--- config.mk ---
export PLATFORM = sky130hd
export DESIGN_NAME = next_fit_slot_allocator
export DESIGN_NICKNAME = d
export VERILOG_FILES = /design/src/hw/rtl/nfsa_pkg.sv /design/src/hw/rtl/next_fit_slot_allocator.sv
export SDC_FILE = /design/constraint.sdc
export NUM_CORES = 1
export LEC_CHECK = 0
export ABC_CLOCK_PERIOD_IN_PS = 9900
export BUFFER_PORTS_ARGS = -buffer_cell sky130_fd_sc_hd__buf_4
export CAP_MARGIN = 20
export CORE_ASPECT_RATIO = 2
export CORE_MARGIN = 10
export CORE_UTILIZATION = 65
export CTS_BUF_LIST = sky130_fd_sc_hd__clkbuf_8
export DETAILED_ROUTE_END_ITERATION = 8
export HOLD_SLACK_MARGIN = 0.08
export PLACE_DENSITY_LB_ADDON = 0.08
export SYNTH_ARGS = -nofsm -noshare
export SYNTH_HDL_FRONTEND = slang
export SYNTH_SLANG_ARGS = --single-unit
--- constraint.sdc ---
create_clock -name clk -period 9.9 [get_ports clk]
set_input_delay 0.99 -clock clk [delete_from_list [all_inputs] [get_ports clk]]
set_output_delay 0.99 -clock clk [all_outputs]
set_load 0.01 [all_outputs]
--- src/hw/rtl/nfsa_pkg.sv ---
package nfsa_pkg;

    // Pool size; slot IDs run 0 .. SLOTS-1, slot 0 is reserved.
    localparam int SLOTS  = 256;
    localparam int SLOT_W = (SLOTS > 1) ? $clog2(SLOTS) : 1;

    // Request codes
    typedef enum logic
    {
        OP_ALLOC = 1'b0,
        OP_FREE  = 1'b1
    } op_t;

    // Result status codes
    typedef enum logic [1:0]
    {
        ST_DONE       = 2'd0,
        ST_FULL       = 2'd1,
        ST_NOT_IN_USE = 2'd2,
        ST_ZERO       = 2'd3
    } status_t;

    // Sequencer states
    typedef enum logic [2:0]
    {
        S_CLEAR,
        S_IDLE,
        S_SCAN,
        S_FREE_CHK,
        S_RESP
    } state_t;

endpackage

--- src/hw/rtl/next_fit_slot_allocator.sv ---
// Next-fit slot allocator.
// Input channel (in_valid/in_ready): one word per request. op = allocate
// grants the next free slot searching circularly from the last granted slot,
// skipping slot 0; op = free releases slot_to_free.
// Output channel (out_valid/out_ready): exactly one result word per request:
// status, granted_slot and used_count after the request.
// The used flags live in a 1-bit x SLOTS memory with registered read. An
// allocate streams one slot address per cycle through that read port and
// checks each registered read result, until it finds a free slot or has tried
// every slot (pool full). A free reads the flag and then checks it; a free
// of slot 0 or of a slot outside the pool goes straight to the result.
// One request at a time: in_ready is high only while the sequencer is idle.
// The result sits in an output register; a new request is taken while it
// waits. If the receiver stalls, the next result holds in the sequencer
// until the output register empties.
// Reset: after rst_n releases, a clearing pass writes every flag to free,
// during which in_ready stays low.
module next_fit_slot_allocator
(
    input  logic       clk,
    input  logic       rst_n,
    input  logic       in_valid,
    output logic       in_ready,
    input  logic       op,
    input  logic [7:0] slot_to_free,
    output logic       out_valid,
    input  logic       out_ready,
    output logic [1:0] status,
    output logic [7:0] granted_slot,
    output logic [7:0] used_count
);

    localparam int TRY_W = nfsa_pkg::SLOT_W + 1;
    localparam logic [TRY_W-1:0] TRY_END = TRY_W'(nfsa_pkg::SLOTS);
    localparam logic [nfsa_pkg::SLOT_W-1:0] LAST_IDX = nfsa_pkg::SLOT_W'(nfsa_pkg::SLOTS - 1);

    // used-flag memory
    logic mem [nfsa_pkg::SLOTS];
    logic                        mem_we;
    logic [nfsa_pkg::SLOT_W-1:0] mem_waddr;
    logic                        mem_wdata;
    logic [nfsa_pkg::SLOT_W-1:0] mem_raddr;
    logic                        rd_data_reg;

    nfsa_pkg::state_t            state_reg, state_next;
    logic [TRY_W-1:0]            tries_reg, tries_next;
    logic                        chk_valid_reg, chk_valid_next;
    logic [nfsa_pkg::SLOT_W-1:0] chk_addr_reg, chk_addr_next;
    logic [nfsa_pkg::SLOT_W-1:0] last_reg, last_next;
    logic [nfsa_pkg::SLOT_W-1:0] count_reg, count_next;
    logic [nfsa_pkg::SLOT_W-1:0] clr_reg, clr_next;
    logic [nfsa_pkg::SLOT_W-1:0] slot_reg, slot_next;
    nfsa_pkg::status_t           res_status_reg, res_status_next;
    logic [nfsa_pkg::SLOT_W-1:0] res_slot_reg, res_slot_next;

    logic                        out_valid_reg, out_valid_next;
    logic [1:0]                  status_reg, status_next;
    logic [7:0]                  granted_reg, granted_next;
    logic [7:0]                  used_reg, used_next;

    logic                        in_fire;
    logic                        slot_oob;
    logic [nfsa_pkg::SLOT_W-1:0] scan_addr;

    assign in_ready     = (state_reg == nfsa_pkg::S_IDLE);
    assign in_fire      = in_valid && in_ready;
    assign out_valid    = out_valid_reg;
    assign status       = status_reg;
    assign granted_slot = granted_reg;
    assign used_count   = used_reg;

    // slot IDs at or past the pool end count as not in use
    assign slot_oob  = (32'(slot_to_free) >= 32'(nfsa_pkg::SLOTS));
    assign scan_addr = last_reg + tries_reg[nfsa_pkg::SLOT_W-1:0];

    always_ff @(posedge clk)
    begin
        if (mem_we)
        begin
            mem[mem_waddr] <= mem_wdata;
        end
        rd_data_reg <= mem[mem_raddr];
    end

    always_ff @(posedge clk or negedge rst_n)
    begin
        if (!rst_n)
        begin
            state_reg     <= nfsa_pkg::S_CLEAR;
            tries_reg     <= '0;
            chk_valid_reg <= 1'b0;
            last_reg      <= '0;
            count_reg     <= '0;
            clr_reg       <= '0;
            out_valid_reg <= 1'b0;
        end
        else
        begin
            state_reg     <= state_next;
            tries_reg     <= tries_next;
            chk_valid_reg <= chk_valid_next;
            last_reg      <= last_next;
            count_reg     <= count_next;
            clr_reg       <= clr_next;
            out_valid_reg <= out_valid_next;
        end
    end

    // payload registers
    always_ff @(posedge clk)
    begin
        chk_addr_reg   <= chk_addr_next;
        slot_reg       <= slot_next;
        res_status_reg <= res_status_next;
        res_slot_reg   <= res_slot_next;
        status_reg     <= status_next;
        granted_reg    <= granted_next;
        used_reg       <= used_next;
    end

    always_comb
    begin
        state_next      = state_reg;
        tries_next      = tries_reg;
        chk_valid_next  = 1'b0;
        chk_addr_next   = chk_addr_reg;
        last_next       = last_reg;
        count_next      = count_reg;
        clr_next        = clr_reg;
        slot_next       = slot_reg;
        res_status_next = res_status_reg;
        res_slot_next   = res_slot_reg;
        out_valid_next  = out_valid_reg;
        status_next     = status_reg;
        granted_next    = granted_reg;
        used_next       = used_reg;
        mem_we          = 1'b0;
        mem_waddr       = clr_reg;
        mem_wdata       = 1'b0;
        mem_raddr       = scan_addr;

        if (out_valid_reg && out_ready)
        begin
            out_valid_next = 1'b0;
        end

        unique case (state_reg)
            nfsa_pkg::S_CLEAR:
            begin
                mem_we   = 1'b1;
                clr_next = clr_reg + 1'b1;
                if (clr_reg == LAST_IDX)
                begin
                    state_next = nfsa_pkg::S_IDLE;
                end
            end

            nfsa_pkg::S_IDLE:
            begin
                // free: look up the flag right away
                mem_raddr = nfsa_pkg::SLOT_W'(slot_to_free);
                if (in_fire)
                begin
                    slot_next     = nfsa_pkg::SLOT_W'(slot_to_free);
                    res_slot_next = '0;
                    if (nfsa_pkg::op_t'(op) == nfsa_pkg::OP_ALLOC)
                    begin
                        tries_next = '0;
                        state_next = nfsa_pkg::S_SCAN;
                    end
                    else if (slot_to_free == 8'd0)
                    begin
                        res_status_next = nfsa_pkg::ST_ZERO;
                        state_next      = nfsa_pkg::S_RESP;
                    end
                    else if (slot_oob)
                    begin
                        res_status_next = nfsa_pkg::ST_NOT_IN_USE;
                        state_next      = nfsa_pkg::S_RESP;
                    end
                    else
                    begin
                        state_next = nfsa_pkg::S_FREE_CHK;
                    end
                end
            end

            nfsa_pkg::S_SCAN:
            begin
                // issue one address per cycle, check the previous one
                if (tries_reg != TRY_END)
                begin
                    tries_next     = tries_reg + 1'b1;
                    chk_valid_next = 1'b1;
                    chk_addr_next  = scan_addr;
                end
                if (chk_valid_reg && (chk_addr_reg != '0) && !rd_data_reg)
                begin
                    mem_we          = 1'b1;
                    mem_waddr       = chk_addr_reg;
                    mem_wdata       = 1'b1;
                    count_next      = count_reg + 1'b1;
                    last_next       = chk_addr_reg;
                    res_status_next = nfsa_pkg::ST_DONE;
                    res_slot_next   = chk_addr_reg;
                    chk_valid_next  = 1'b0;
                    state_next      = nfsa_pkg::S_RESP;
                end
                else if (!chk_valid_reg && (tries_reg == TRY_END))
                begin
                    res_status_next = nfsa_pkg::ST_FULL;
                    state_next      = nfsa_pkg::S_RESP;
                end
            end

            nfsa_pkg::S_FREE_CHK:
            begin
                if (rd_data_reg)
                begin
                    mem_we          = 1'b1;
                    mem_waddr       = slot_reg;
                    mem_wdata       = 1'b0;
                    if (count_reg != '0)
                    begin
                        count_next = count_reg - 1'b1;
                    end
                    res_status_next = nfsa_pkg::ST_DONE;
                end
                else
                begin
                    res_status_next = nfsa_pkg::ST_NOT_IN_USE;
                end
                state_next = nfsa_pkg::S_RESP;
            end

            nfsa_pkg::S_RESP:
            begin
                // hold until the output register is free
                if (!out_valid_reg || out_ready)
                begin
                    out_valid_next = 1'b1;
                    status_next    = res_status_reg;
                    granted_next   = 8'(res_slot_reg);
                    used_next      = 8'(count_reg);
                    state_next     = nfsa_pkg::S_IDLE;
                end
            end

            default:
            begin
                state_next = nfsa_pkg::S_IDLE;
            end
        endcase
    end

endmodule

==> reports/summary.json <==
{
  "floorplanning": {
    "die_area_mm2": 0.0311,
    "chipWidth_um": 130,
    "initial_core_util_pct": 65.7,
    "row_count": 80,
    "io_pins": 33,
    "die-height_um": 240,
    "placeable_area_mm2": 0.0238
  },
  "sta": {
    "timing.final.hold_violations": 0,
    "max-slew-margin-rel_pct": 22.4,
    "rsz0062_at_grt": "false",
    "maxClockFrequency_mhz": 214,
    "fin_setup_tns_ns": 0,
    "max_slew.worst_pin.slew_ns": 1.13,
    "setup_violation_total_in_the_final_timing_report": 0,
    "slew_viol_final": 0,
    "final_period_minus_worst_setup_slack_ns": 4.67,
    "clock_skew_ns": 0.0235,
    "period_share_pct": 47.2
  },
  "clocking": {
    "clk_pin_slew_ns": 0.07,
    "cts_setup_buffers": 0,
    "clk-insertion-delay-late_ns": 0.60,
    "cts_buffers": 46,
    "cts.htree.levels": 2,
    "cts-hold-fix-buffers": 0,
    "total_number_of_clock_tree_sinks": 339,
    "root_buffer": "clkbuf_8",
    "tritoncts": "built",
    "cts.repair.resized": 0,
    "max-clock-path-buffers": 3
  },
  "global_route": {
    "first_global_vias": 11000,
    "grt_first_pass_wirelength_um": 62700,
    "grt-ovfl-total": 0,
    "antenna_violations_before_repair": 0,
    "grt_start_max_net_pins": 280,
    "grt_util_all_layers_pct": 27.1
  },
  "worst_setup_path": {
    "path_max_fanout": 279,
    "startpoint": "state_reg[2]$_DFFE_PN0P_",
    "worst-endpoint-required_ns": 10.17,
    "cp-end-kind": "register",
    "timing.critical_path.mode_cell": "nor2_1",
    "crit_path_start_kind": "register",
    "delay_of_the_slowest_cell_on_the_worst_path_ns": 0.92,
    "critical_path.cell_chain": "nor2b_1 > nand2_1 > nor2_4 > buf_12 > a221oi_1 > nor2_1 > nand3_1 > nor2_1",
    "timing.rr.start": "state_reg[2]$_DFFE_PN0P_",
    "criticalPathCategory": "reg2reg",
    "cp_slowest_cell": "nand3_1",
    "cp.arrival_ns": 4.95
  },
  "finish": {
    "layout_commonest_cell": "nor2_1",
    "largest_register_ff_count": 256,
    "layout_common_cells": "313 x nor2_1, 300 x edfxtp_1, 154 x nand2_1",
    "finish.net_count": 1360,
    "layout.cells.non_filler": 1647,
    "syn2layout_area_growth_pct": 7.11,
    "postLayoutCellArea_mm2": 0.0168,
    "ant_cells": 0,
    "layout-drive-gt1-share_pct": 11.0,
    "layout.filler_cells": 1791,
    "final_core_utilization_pct": 70.4
  },
  "pwr": {
    "pwr_density_cell_mw_per_mm2": 302,
    "total_leakage_power_uw": 0.00553,
    "power_uw": 5070,
    "ir_drop_uv": 168
  },
  "route": {
    "detail_route.iter0.violations": 1151,
    "firstDrtPassIters": 6,
    "route.detailed.drc": 0,
    "detail-route-antenna-nets": 0,
    "total_via_count_in_the_routed_design": 10800,
    "post_drt_via_cell_ratio": 6.57,
    "wl_um": 41000,
    "wire_per_inst_um": 24.9
  },
  "synthesis": {
    "synth_fp_nets": 1355,
    "yosys_register_bits": 339,
    "synthCells": 1324,
    "synth_compound_area_share_pct": 7.96,
    "synth_ff_type": "edfxtp_1",
    "yosysWarnings": 0,
    "synth_async_sr_flop_share_pct": 11.2,
    "synth_mux_area_share_pct": 6.45,
    "simple_gate_share_of_the_synthesized_area_pct": 15.9,
    "synth-edff-count": 300,
    "synth_top_family_by_area": "simple AND/OR/NAND/NOR gates",
    "yosys.cell_types.count": 72,
    "synth_area_in_xor_xnor_pct": 1.51,
    "post_synth_adder_cell_area_pct": 1.53,
    "netlist_top_cells_area": "edfxtp_1 58%, nor2_1 7.5%, dfrtp_1 6.1%",
    "synth_area_leader_cell": "edfxtp_1",
    "synth_area_mm2": 0.0157,
    "synthesis.area_per_instance_um2": 11.8,
    "yosys.area.top_type_share_pct": 57.5,
    "synth.yosys.seq_area_share_pct": 63.7
  },
  "run": {
    "cap_violations": 0
  },
  "place": {
    "place_area_mm2": 0.0160,
    "placed_cells_incl_taps": 1568,
    "gp_routability_congestion": 1.03,
    "buffer_ports.inserted": 32,
    "place_hpwl_um": 26900
  },
  "outcome": {
    "status": "finished clean"
  },
  "worst_hold_path": {
    "min-delay-path-class": "in2async"
  }
}
-- area by class of cell --
class	instances	area [µm²]	share of cell area [%]
Clock buffer	49	674	4.02
Clock inverter	30	121	0.723
Inverter	13	56.3	0.336
Multi-Input combinational cell	887	5260	31.3
Sequential cell	339	9980	59.5
Tap cell	287	359	2.14
Timing Repair Buffer	42	328	1.95
-- stage by stage --
stage	hold slack, ns	setup slack, ns
final	0.356	5.23
after global routing	0.393	5.03
after CTS	0.358	5.33
after detailed placement	0.408	5.40
after global placement	0.406	5.55
after floorplan	0.400	2.86
-- cell families after synthesis --
| logic type | after synthesis |
|---|---|
| and+or+nand+nor | 594 |
| DFF | 339 |
| AOI/OAI and AO/OA | 176 |
| buffers and inverters | 98 |
| muxes | 72 |
| xor gates and xnor gates | 27 |
| adders and majority gates | 18 |
-- worst paths after layout --
path                                             endpoint  slack (ns)  depth (start not counted)
min in group clk                granted_slot[4]$_DFFE_PP_        0.43                          0
worst max register to register         mem[115]$_DFFE_PP_        5.23                          8
worst max-delay path                   mem[115]$_DFFE_PP_        5.23                          8
worst min register to register  granted_slot[4]$_DFFE_PP_        0.43                          0
max in group asynchronous        count_reg[4]$_DFFE_PN0P_        9.13                          1
worst min-delay path               clr_reg[4]$_DFFE_PN0P_        0.36                          1
-- critical path: cells and delay by family (launching register included) --
kind / cells / cell delay [ns]
DFF: 1 / 0.48
buffers and inverters: 1 / 0.71
and+or+nand+nor: 6 / 2.83
AOI/OAI and AO/OA: 1 / 0.26
-- per-layer routing --
metal | vias up | track usage, % | routed length (µm)
met5 | - | 0 | 0
met4 | 0 | 19.8 | 3220
met3 | 169 | 4.52 | 2570
met2 | 499 | 48.3 | 21900
met1 | 5356 | 27.3 | 13300
li1 | 4805 | - | -
-- power breakdown --
group          switching [µW]  internal (µW)  leakage (µW)
clock network             512            454      0.000460
logic                    1520            767       0.00216
registers                 115           1700       0.00291
total                    2150           2920       0.00553
-- synthesized netlist by cell type (2+ instances only) --
| cell type | count |
|---|---|
| a2111oi_0 | 3 |
| a211oi_1 | 9 |
| a21o_1 | 5 |
| a21oi_1 | 46 |
| a221o_1 | 6 |
| a221oi_1 | 9 |
| a22o_1 | 3 |
| a22oi_1 | 7 |
| a311oi_1 | 6 |
| a31oi_1 | 13 |
| a32oi_1 | 11 |
| and2_1 | 12 |
| and3_1 | 18 |
| and4_1 | 2 |
| buf_1 | 3 |
| buf_2 | 19 |
| buf_4 | 5 |
| buf_6 | 5 |
| clkbuf_1 | 52 |
| dfrtp_1 | 38 |
| edfxtp_1 | 300 |
| fa_1 | 2 |
| ha_1 | 16 |
| inv_1 | 12 |
| mux2_2 | 14 |
| mux2_4 | 2 |
| mux2i_1 | 35 |
| mux4_2 | 20 |
| nand2_1 | 154 |
| nand2b_1 | 4 |
| nand3_1 | 56 |
| nand4_1 | 11 |
| nor2_1 | 314 |
| nor2b_1 | 2 |
| nor3_1 | 7 |
| nor4_1 | 5 |
| o211ai_1 | 5 |
| o21ai_0 | 23 |
| o21bai_1 | 10 |
| o31a_1 | 2 |
| o31ai_2 | 2 |
| xnor2_1 | 14 |
| xor2_1 | 13 |
No activity file was read; power rests on OpenSTA's default activity.
